--- config.mk ---
export PLATFORM = sky130hd
export DESIGN_NAME = stereo_linear_resampler_core
export DESIGN_NICKNAME = d
export VERILOG_FILES = /design/src/design/slr_pkg.sv /design/src/design/slr_front.sv /design/src/design/slr_lane.sv /design/src/design/slr_back.sv /design/src/design/stereo_linear_resampler_core.sv
export SDC_FILE = /design/constraint.sdc
export NUM_CORES = 2
export LEC_CHECK = 0
export ABC_AREA = 1
export ABC_CLOCK_PERIOD_IN_PS = 9800
export BUFFER_PORTS_ARGS = -buffer_cell sky130_fd_sc_hd__buf_4
export CAP_MARGIN = 10
export CORE_UTILIZATION = 40
export CTS_CLUSTER_DIAMETER = 80
export DETAILED_ROUTE_END_ITERATION = 6
export PLACE_DENSITY = 0.65
export SETUP_SLACK_MARGIN = 0.15
export SLEW_MARGIN = 15
export SYNTH_ARGS = -nofsm -noshare
export SYNTH_HDL_FRONTEND = slang
export SYNTH_SLANG_ARGS = --single-unit
--- constraint.sdc ---
create_clock -name clock -period 9.8 [get_ports clock]
set_clock_uncertainty 0.1 [all_clocks]
set_input_delay 0.49 -clock clock [delete_from_list [all_inputs] [get_ports clock]]
set_output_delay 0.49 -clock clock [all_outputs]
set_load 0.02 [all_outputs]
--- src/design/slr_pkg.sv ---
package slr_pkg;

   localparam int SAMPLE_W   = 16;
   localparam int STEP_W     = 18;
   localparam int CSR_IDX_W  = 4;
   localparam int CSR_DATA_W = 18;

   localparam logic [CSR_IDX_W-1:0] REG_STEP_RATIO = 4'd0;
   localparam logic [CSR_IDX_W-1:0] REG_MONO_INPUT = 4'd1;

   localparam int IQ_DEPTH  = 2;
   localparam int IQ_PTR_W  = 1;
   localparam int IQ_CNT_W  = 2;

   localparam int OUT_DEPTH = 8;
   localparam int OUT_PTR_W = 3;
   localparam int OUT_CNT_W = 4;

   localparam int LANE_LAT  = 4;

   typedef struct packed {
      logic signed [SAMPLE_W-1:0] left;
      logic signed [SAMPLE_W-1:0] right;
      logic                       restart;
   } slr_frame_type;

   typedef struct packed {
      logic signed [SAMPLE_W-1:0] left;
      logic signed [SAMPLE_W-1:0] right;
      logic                       last;
   } slr_result_type;

endpackage

--- src/design/slr_front.sv ---
module slr_front import slr_pkg::*; (
   input  logic                       clock,
   input  logic                       reset,
   input  logic                       mono_input,
   input  logic                       req_valid,
   output logic                       req_stall,
   input  logic signed [SAMPLE_W-1:0] req_left_in,
   input  logic signed [SAMPLE_W-1:0] req_right_in,
   input  logic                       req_restart,
   input  logic                       q_pop,
   output logic                       q_valid,
   output slr_frame_type              q_frame
);

   slr_frame_type       mem_ff [IQ_DEPTH];
   logic [IQ_PTR_W-1:0] wr_ff, wr_in;
   logic [IQ_PTR_W-1:0] rd_ff, rd_in;
   logic [IQ_CNT_W-1:0] cnt_ff, cnt_in;
   logic                push;
   slr_frame_type       frame;

   assign req_stall = (cnt_ff == IQ_CNT_W'(IQ_DEPTH));
   assign push      = req_valid && !req_stall;
   assign q_valid   = (cnt_ff != '0);
   assign q_frame   = mem_ff[rd_ff];

   always_comb begin
      frame.left    = req_left_in;
      frame.right   = mono_input ? req_left_in : req_right_in;
      frame.restart = req_restart;
   end

   always_comb begin
      wr_in  = push ? wr_ff + 1'b1 : wr_ff;
      rd_in  = (q_pop && q_valid) ? rd_ff + 1'b1 : rd_ff;
      cnt_in = cnt_ff + IQ_CNT_W'(push) - IQ_CNT_W'(q_pop && q_valid);
   end

   always_ff @(posedge clock) begin
      if (push) begin
         mem_ff[wr_ff] <= frame;
      end
   end

   always_ff @(posedge clock) begin
      if (reset) begin
         wr_ff  <= '0;
         rd_ff  <= '0;
         cnt_ff <= '0;
      end else begin
         wr_ff  <= wr_in;
         rd_ff  <= rd_in;
         cnt_ff <= cnt_in;
      end
   end

endmodule

--- src/design/slr_lane.sv ---
module slr_lane import slr_pkg::*; #(
   parameter int FRACTION_BITS = 16
) (
   input  logic                       clock,
   input  logic signed [SAMPLE_W-1:0] a,
   input  logic signed [SAMPLE_W-1:0] b,
   input  logic [FRACTION_BITS-1:0]   frac,
   output logic signed [SAMPLE_W-1:0] y
);

   localparam int PW    = FRACTION_BITS + 18;
   localparam int NW    = PW + 15;
   localparam int SH    = FRACTION_BITS + 15;
   localparam int QW    = NW - SH;

   logic signed [SAMPLE_W:0]        diff;
   logic signed [FRACTION_BITS:0]   frac_s;
   logic signed [PW-1:0]            prod_in, prod_ff;
   logic signed [SAMPLE_W-1:0]      a_ff;
   logic signed [PW-1:0]            acc_in, acc_ff;
   logic signed [NW-1:0]            num;
   logic signed [QW-1:0]            q_in, q_ff;
   logic                            inc_in, inc_ff;
   logic signed [QW:0]              sum;
   logic signed [SAMPLE_W-1:0]      y_in, y_ff;

   assign diff    = {b[SAMPLE_W-1], b} - {a[SAMPLE_W-1], a};
   assign frac_s  = {1'b0, frac};
   assign prod_in = PW'(diff) * PW'(frac_s);
   assign acc_in  = (PW'(a_ff) <<< FRACTION_BITS) + prod_ff;
   assign num     = (NW'(acc_ff) <<< 15) - NW'(acc_ff);
   assign q_in    = num[NW-1:SH];
   // round half to even
   assign inc_in  = num[SH-1] && ((num[SH-2:0] != '0) || num[SH]);
   assign sum     = {q_ff[QW-1], q_ff} + {{QW{1'b0}}, inc_ff};

   always_comb begin
      if (sum > (QW+1)'(32767)) begin
         y_in = 16'sh7FFF;
      end else if (sum < -(QW+1)'(32768)) begin
         y_in = 16'sh8000;
      end else begin
         y_in = sum[SAMPLE_W-1:0];
      end
   end

   assign y = y_ff;

   always_ff @(posedge clock) begin
      prod_ff <= prod_in;
      a_ff    <= a;
      acc_ff  <= acc_in;
      q_ff    <= q_in;
      inc_ff  <= inc_in;
      y_ff    <= y_in;
   end

endmodule

--- src/design/slr_back.sv ---
module slr_back import slr_pkg::*; #(
   parameter int MAX_OUTPUTS_PER_INPUT = 8,
   parameter int FRACTION_BITS         = 16
) (
   input  logic                       clock,
   input  logic                       reset,
   input  logic [STEP_W-1:0]          step_ratio,
   input  slr_frame_type              q_frame,
   input  logic                       q_valid,
   output logic                       q_pop,
   output logic                       rsp_valid,
   input  logic                       rsp_stall,
   output logic signed [SAMPLE_W-1:0] rsp_left_out,
   output logic signed [SAMPLE_W-1:0] rsp_right_out,
   output logic                       rsp_last_of_run
);

   localparam int SW = (FRACTION_BITS + 2 > STEP_W) ? FRACTION_BITS + 2 : STEP_W;
   localparam int RW = SW + 1;
   localparam int CW = (MAX_OUTPUTS_PER_INPUT > 1) ? $clog2(MAX_OUTPUTS_PER_INPUT) : 1;
   localparam logic [RW-1:0] PH_ONE = RW'(1) << FRACTION_BITS;

   typedef enum logic [1:0] {
      ST_IDLE = 2'b01,
      ST_RUN  = 2'b10
   } slr_state_type;

   slr_state_type              state_ff, state_in;
   logic [SW-1:0]              phase_ff, phase_in;
   logic [SW-1:0]              run_ff, run_in;
   logic [CW-1:0]              count_ff, count_in;
   logic signed [SAMPLE_W-1:0] prev_l_ff, prev_l_in, prev_r_ff, prev_r_in;
   logic signed [SAMPLE_W-1:0] cur_l_ff, cur_l_in, cur_r_ff, cur_r_in;
   logic [SW-1:0]              start_ph;
   logic [RW-1:0]              start_ext;
   logic [RW-1:0]              next_ph;
   logic                       run_end;
   logic                       issue;
   logic [LANE_LAT-1:0]        vld_ff, vld_in;
   logic [LANE_LAT-1:0]        last_ff, last_in;
   logic [OUT_CNT_W-1:0]       rsv_ff, rsv_in;
   logic signed [SAMPLE_W-1:0] lane_l, lane_r;
   slr_result_type             omem_ff [OUT_DEPTH];
   logic [OUT_PTR_W-1:0]       owr_ff, owr_in, ord_ff, ord_in;
   logic [OUT_CNT_W-1:0]       ocnt_ff, ocnt_in;
   logic                       opush, opop;
   slr_result_type             ohead;

   assign start_ph  = q_frame.restart ? '0 : phase_ff;
   assign start_ext = {1'b0, start_ph};
   assign next_ph   = {1'b0, run_ff} + RW'(step_ratio);
   assign run_end   = (next_ph >= PH_ONE) || (count_ff == CW'(MAX_OUTPUTS_PER_INPUT - 1));
   assign issue     = (state_ff == ST_RUN) && (rsv_ff < OUT_CNT_W'(OUT_DEPTH));
   assign q_pop     = (state_ff == ST_IDLE) && q_valid;

   always_comb begin
      state_in  = state_ff;
      phase_in  = phase_ff;
      run_in    = run_ff;
      count_in  = count_ff;
      prev_l_in = prev_l_ff;
      prev_r_in = prev_r_ff;
      cur_l_in  = cur_l_ff;
      cur_r_in  = cur_r_ff;
      case (state_ff)
         ST_IDLE: begin
            if (q_valid) begin
               if (start_ext >= PH_ONE) begin
                  // downsampling skip: no output, drop one period
                  phase_in  = SW'(start_ext - PH_ONE);
                  prev_l_in = q_frame.left;
                  prev_r_in = q_frame.right;
               end else begin
                  state_in = ST_RUN;
                  run_in   = start_ph;
                  count_in = '0;
                  cur_l_in = q_frame.left;
                  cur_r_in = q_frame.right;
               end
            end
         end
         ST_RUN: begin
            if (issue) begin
               if (run_end) begin
                  phase_in  = (next_ph >= PH_ONE) ? SW'(next_ph - PH_ONE) : '0;
                  prev_l_in = cur_l_ff;
                  prev_r_in = cur_r_ff;
                  state_in  = ST_IDLE;
               end else begin
                  run_in   = SW'(next_ph);
                  count_in = count_ff + 1'b1;
               end
            end
         end
         default: begin
            state_in = ST_IDLE;
         end
      endcase
   end

   slr_lane #(.FRACTION_BITS(FRACTION_BITS)) u_lane_l (
      .clock (clock),
      .a     (prev_l_ff),
      .b     (cur_l_ff),
      .frac  (run_ff[FRACTION_BITS-1:0]),
      .y     (lane_l)
   );

   slr_lane #(.FRACTION_BITS(FRACTION_BITS)) u_lane_r (
      .clock (clock),
      .a     (prev_r_ff),
      .b     (cur_r_ff),
      .frac  (run_ff[FRACTION_BITS-1:0]),
      .y     (lane_r)
   );

   assign vld_in  = {vld_ff[LANE_LAT-2:0], issue};
   assign last_in = {last_ff[LANE_LAT-2:0], run_end};

   assign opush = vld_ff[LANE_LAT-1];
   assign opop  = rsp_valid && !rsp_stall;
   assign ohead = omem_ff[ord_ff];

   assign rsp_valid       = (ocnt_ff != '0);
   assign rsp_left_out    = ohead.left;
   assign rsp_right_out   = ohead.right;
   assign rsp_last_of_run = ohead.last;

   always_comb begin
      rsv_in  = rsv_ff + OUT_CNT_W'(issue) - OUT_CNT_W'(opop);
      ocnt_in = ocnt_ff + OUT_CNT_W'(opush) - OUT_CNT_W'(opop);
      owr_in  = opush ? owr_ff + 1'b1 : owr_ff;
      ord_in  = opop ? ord_ff + 1'b1 : ord_ff;
   end

   always_ff @(posedge clock) begin
      if (opush) begin
         omem_ff[owr_ff] <= '{left: lane_l, right: lane_r, last: last_ff[LANE_LAT-1]};
      end
   end

   always_ff @(posedge clock) begin
      run_ff   <= run_in;
      count_ff <= count_in;
      cur_l_ff <= cur_l_in;
      cur_r_ff <= cur_r_in;
      last_ff  <= last_in;
   end

   always_ff @(posedge clock) begin
      if (reset) begin
         state_ff  <= ST_IDLE;
         phase_ff  <= '0;
         prev_l_ff <= '0;
         prev_r_ff <= '0;
         vld_ff    <= '0;
         rsv_ff    <= '0;
         ocnt_ff   <= '0;
         owr_ff    <= '0;
         ord_ff    <= '0;
      end else begin
         state_ff  <= state_in;
         phase_ff  <= phase_in;
         prev_l_ff <= prev_l_in;
         prev_r_ff <= prev_r_in;
         vld_ff    <= vld_in;
         rsv_ff    <= rsv_in;
         ocnt_ff   <= ocnt_in;
         owr_ff    <= owr_in;
         ord_ff    <= ord_in;
      end
   end

endmodule

--- src/design/stereo_linear_resampler_core.sv ---
// Stereo linear-interpolation rate converter.
// req_ channel: one s16 stereo frame per beat plus a restart flag that clears
// the phase before the frame. rsp_ channel: interpolated s16 stereo frames,
// last_of_run marks the final beat caused by one input frame. Both channels
// use valid/stall; a beat moves when valid is high and stall is low.
// csr_ channel: valid/ready writes, index 0 step_ratio (Q2.FRACTION_BITS),
// index 1 mono_input; other indexes are ignored. Write only while idle.
// A frame accepted on req_ passes the input queue, the sequencer, the lanes
// and the result queue before its first result beat is offered on rsp_.
// Throughput: the back-end sequencer issues one result per cycle while the
// result queue has room, and pops the next frame only from idle once the run
// of the last one has ended; a frame causing no result is dropped in idle. Up to
// MAX_OUTPUTS_PER_INPUT results per frame.
// A two-entry input queue and an eight-entry result queue decouple the
// sides; when rsp_stall holds, the result queue fills, the sequencer holds,
// then the input queue fills and req_stall rises.
// Reset: phase and previous frame clear to zero, step_ratio to unity,
// mono_input to 0, both queues empty.
module stereo_linear_resampler_core import slr_pkg::*; #(
   parameter int MAX_OUTPUTS_PER_INPUT = 8,
   parameter int FRACTION_BITS         = 16
) (
   input  logic                       clock,
   input  logic                       reset,
   input  logic                       csr_valid,
   output logic                       csr_ready,
   input  logic [CSR_IDX_W-1:0]       csr_index,
   input  logic [CSR_DATA_W-1:0]      csr_data,
   input  logic                       req_valid,
   output logic                       req_stall,
   input  logic signed [SAMPLE_W-1:0] req_left_in,
   input  logic signed [SAMPLE_W-1:0] req_right_in,
   input  logic                       req_restart,
   output logic                       rsp_valid,
   input  logic                       rsp_stall,
   output logic signed [SAMPLE_W-1:0] rsp_left_out,
   output logic signed [SAMPLE_W-1:0] rsp_right_out,
   output logic                       rsp_last_of_run
);

   localparam logic [STEP_W-1:0] STEP_RESET = STEP_W'(64'd1 << FRACTION_BITS);

   logic [STEP_W-1:0]  step_ff, step_in;
   logic               mono_ff, mono_in;
   logic               q_valid, q_pop;
   slr_frame_type      q_frame;

   assign csr_ready = 1'b1;

   always_comb begin
      step_in = step_ff;
      mono_in = mono_ff;
      if (csr_valid) begin
         case (csr_index)
            REG_STEP_RATIO: step_in = csr_data[STEP_W-1:0];
            REG_MONO_INPUT: mono_in = csr_data[0];
            default: begin
            end
         endcase
      end
   end

   always_ff @(posedge clock) begin
      if (reset) begin
         step_ff <= STEP_RESET;
         mono_ff <= 1'b0;
      end else begin
         step_ff <= step_in;
         mono_ff <= mono_in;
      end
   end

   slr_front u_front (
      .clock        (clock),
      .reset        (reset),
      .mono_input   (mono_ff),
      .req_valid    (req_valid),
      .req_stall    (req_stall),
      .req_left_in  (req_left_in),
      .req_right_in (req_right_in),
      .req_restart  (req_restart),
      .q_pop        (q_pop),
      .q_valid      (q_valid),
      .q_frame      (q_frame)
   );

   slr_back #(
      .MAX_OUTPUTS_PER_INPUT (MAX_OUTPUTS_PER_INPUT),
      .FRACTION_BITS         (FRACTION_BITS)
   ) u_back (
      .clock           (clock),
      .reset           (reset),
      .step_ratio      (step_ff),
      .q_frame         (q_frame),
      .q_valid         (q_valid),
      .q_pop           (q_pop),
      .rsp_valid       (rsp_valid),
      .rsp_stall       (rsp_stall),
      .rsp_left_out    (rsp_left_out),
      .rsp_right_out   (rsp_right_out),
      .rsp_last_of_run (rsp_last_of_run)
   );

endmodule

==> impl_metrics.py <==
metrics = {
    "sta": {
        "setup_viol_count_final": 0,
        "tightest_slew_ns": 1.05,
        "period_needed_ns": 8.30,
        "drv_slew": 0,
        "max_freq_ghz": 0.120,
        "rsz0062_at_grt": "false",
        "slew_headroom": 0.295,
        "period_share": 0.847,
        "fin_tns_setup_ns": 0,
        "hold_viol_final": 0,
    },
    "worst_setup_path": {
        "required_ns": 10.28,
        "critPathCaptureType": "flip-flop",
        "crit_slowest_cell": "xor2_1",
        "critPathKind": "flip-flop to flip-flop",
        "critPathMaxFanout": 9,
        "regToRegStartpoint": "u_back.cur_r_ff[0]",
        "cp.arrival_ns": 8.78,
        "crit_start": "u_back.cur_r_ff[0]",
        "start_kind": "flip-flop",
        "critical_path.max_stage_delay_ns": 0.79,
    },
    "cts": {
        "cts.clk_slew.worst_paths_ns": 0.06,
        "clk_latency_ns": 0.68,
        "cts_max_path_buffers": 3,
        "root_buffer": "clkbuf_16",
        "cts_buffers": 79,
        "clock-sinks": 722,
        "cts_max_level": 3,
        "cts_tree": "built",
    },
    "hold_path": {
        "min_from": "req_right_in[14]",
        "min_path_type": "input port to flip-flop",
    },
    "logic_synthesis": {
        "ys_seq_area_frac": 0.334,
        "async_flop_share": 0,
        "synth-edff-count": 383,
        "synth_nets": 7336,
        "synth_cell_type_count": 53,
        "avgSynthCellArea_sq_um": 8.59,
        "synth_warnings": 0,
        "ys.flop_type": "edfxtp_1",
        "syn_inst": 6375,
        "synth_area_sq_um": 54800,
        "synthTopCellsByArea": "edfxtp_1 21%, fa_1 20%, dfxtp_1 12%",
        "synth_top_area_frac": 0.210,
        "ys_seq_elements": 722,
        "yosys.area.top_type": "edfxtp_1",
    },
    "placed_design": {
        "dpl.hpwl_microns": 109000,
        "port_buffers": 94,
        "placed_area_sq_um": 57500,
        "gpl.final_weighted_congestion": 0.951,
    },
    "route": {
        "totalWireLength_microns": 143000,
        "vias": 41654,
        "ant_nets": 0,
        "vias_per_cell": 5.00,
        "drt_iter0_drc": 3205,
        "first_pass_iters": 6,
        "drc_errors": 0,
        "wl_per_cell_microns": 17.2,
    },
    "die": {
        "fp.dieW_microns": 372,
        "die-area_sq_um": 138000,
        "io_pins": 96,
        "die_y_microns": 372,
        "rows": 135,
        "initial_utilization": 0.404,
        "coreArea_sq_um": 136000,
    },
    "cells_and_area": {
        "seq_area_sq_um": 18300,
        "design_area_sq_um": 60700,
        "multiInputGateArea_sq_um": 31500,
        "fillers": 13157,
        "drive_gt1_frac": 0.0524,
        "nets": 7446,
        "syn_to_final_growth_pct": 10.9,
    },
    "global_route": {
        "antenna_found_initial": 2,
        "grt.total_usage": 0.210,
        "first_global_vias": 42251,
        "grt_max_degree": 96,
        "grt.overflow.total": 0,
        "grt_pass1_wl_microns": 228000,
    },
    "flow_run": {
        "drv_cap": 0,
    },
    "run_status": {
        "status": "finished, final reports clean",
    },
}
==> state kept, by name, indices dropped and copies added (netlist names), 34 cells and up, named ones only <==
name,cells
u_back.omem_ff,264
u_front.mem_ff,66
u_back.u_lane_l.acc_ff,34
u_back.u_lane_l.prod_ff,34
u_back.u_lane_r.acc_ff,34
u_back.u_lane_r.prod_ff,34
==> routing by layer <==
metal  part of all wire  up-vias  GRT usage
met1               0.44    19872      0.277
met3              0.073      276     0.0412
met2               0.45     1237      0.339
met5            0.00014        -          0
li1                   -    20267          -
met4              0.035        2     0.0777
==> critical path, delay by kind of cell, from the launching register on <==
family	cells	cell delay, ns
compound gates	7	1.36
xor+xnor	1	0.79
fa+ha+maj	9	3.79
buf+inv	7	0.79
flops	1	0.32
simple gates	8	1.06
==> synthesized netlist by cell type (16+ instances only) <==
| master | n |
|---|---|
| nand2_1 | 1135 |
| inv_1 | 1133 |
| nor2_1 | 947 |
| fa_1 | 553 |
| edfxtp_1 | 383 |
| ha_1 | 348 |
| dfxtp_1 | 339 |
| o21ai_0 | 325 |
| a21oi_1 | 237 |
| nand3_1 | 171 |
| xor2_1 | 146 |
| clkbuf_1 | 140 |
| a31oi_1 | 102 |
| xnor2_1 | 79 |
| nor3_1 | 45 |
| o22ai_1 | 38 |
| or2_2 | 30 |
| nand4_1 | 26 |
| clkinv_1 | 23 |
| a21o_1 | 18 |
| nand3b_1 | 16 |
==> placed cells by master (no fill, tap or decap), types with 9 or more instances in the layout <==
cell type | synthesis | final
a21boi_0 | 9 | 9
a21o_1 | 18 | 18
a21oi_1 | 237 | 237
a31oi_1 | 102 | 101
buf_4 | 1 | 141
clkbuf_1 | 140 | 10
clkbuf_16 | 0 | 81
clkbuf_8 | 0 | 13
clkinv_1 | 23 | 28
clkinv_2 | 0 | 10
dfxtp_1 | 339 | 337
dlygate4sd3_1 | 0 | 49
edfxtp_1 | 383 | 383
fa_1 | 553 | 553
ha_1 | 348 | 348
inv_1 | 1133 | 1130
nand2_1 | 1135 | 1135
nand3_1 | 171 | 171
nand3b_1 | 16 | 16
nand4_1 | 26 | 26
nor2_1 | 947 | 935
nor2_4 | 1 | 10
nor3_1 | 45 | 44
nor4_1 | 14 | 14
o211ai_1 | 13 | 13
o21a_1 | 12 | 12
o21ai_0 | 325 | 325
o21bai_1 | 12 | 12
o22ai_1 | 38 | 38
or2_2 | 30 | 30
xnor2_1 | 79 | 79
xor2_1 | 146 | 146
==> cell type report <==
cell class | count | area share
multi-input combinational | 4333 | 0.519
sequential | 722 | 0.301
inverter | 1159 | 0.0716
clock buffer | 108 | 0.0373
tap | 1781 | 0.0367
timing repair buffer | 190 | 0.0255
clock inverter | 39 | 0.00818
antenna | 2 | 0.0000824
==> metrics by stage <==
stage | utilization | instances | worst slack, ns | hold WS (ns)
after floorplan | - | 6375 | 2.33 | 0.210
after global placement | 0.424 | 8136 | 1.61 | 0.211
after detailed placement | 0.424 | 8136 | 1.56 | 0.212
after CTS | 0.448 | 8332 | 1.53 | 0.00631
after global routing | 0.448 | 8332 | 0.800 | 0.0458
final | 0.448 | 8334 | 1.50 | 0.0514
==> worst paths after layout <==
kind                            endpoint  slack [ns]  cells after the start
max          u_back.u_lane_r.prod_ff[29]        1.50                     32
min                u_front.mem_ff[1][15]        0.05                      3
max reg2reg  u_back.u_lane_r.prod_ff[29]        1.50                     32
min reg2reg    u_back.u_lane_r.acc_ff[8]        0.19                      0
==> kinds of logic (layout without fill, tap and decap cells) <==
group,count (synthesis),count (layout),synth area share
adder cells (fa/ha/maj),901,901,0.282
flip-flops,722,722,0.334
other,1,3,0.0000685
buffers and inverters,1320,1496,0.0916
AND/OR/NAND/NOR,2409,2409,0.176
XOR/XNOR,225,225,0.0360
AO/OA/AOI/OAI,797,797,0.0807
==> timing repair <==
action                    in CTS  in global routing
hold buffers                  49                  0
setup buffers                  0                  0
hold endpoints to repair      76                  0
resized for setup              0                  0
Power is left out: the tool's default activity adds up to more than one toggle a clock period on the data nets, which glitch-free logic cannot reach.
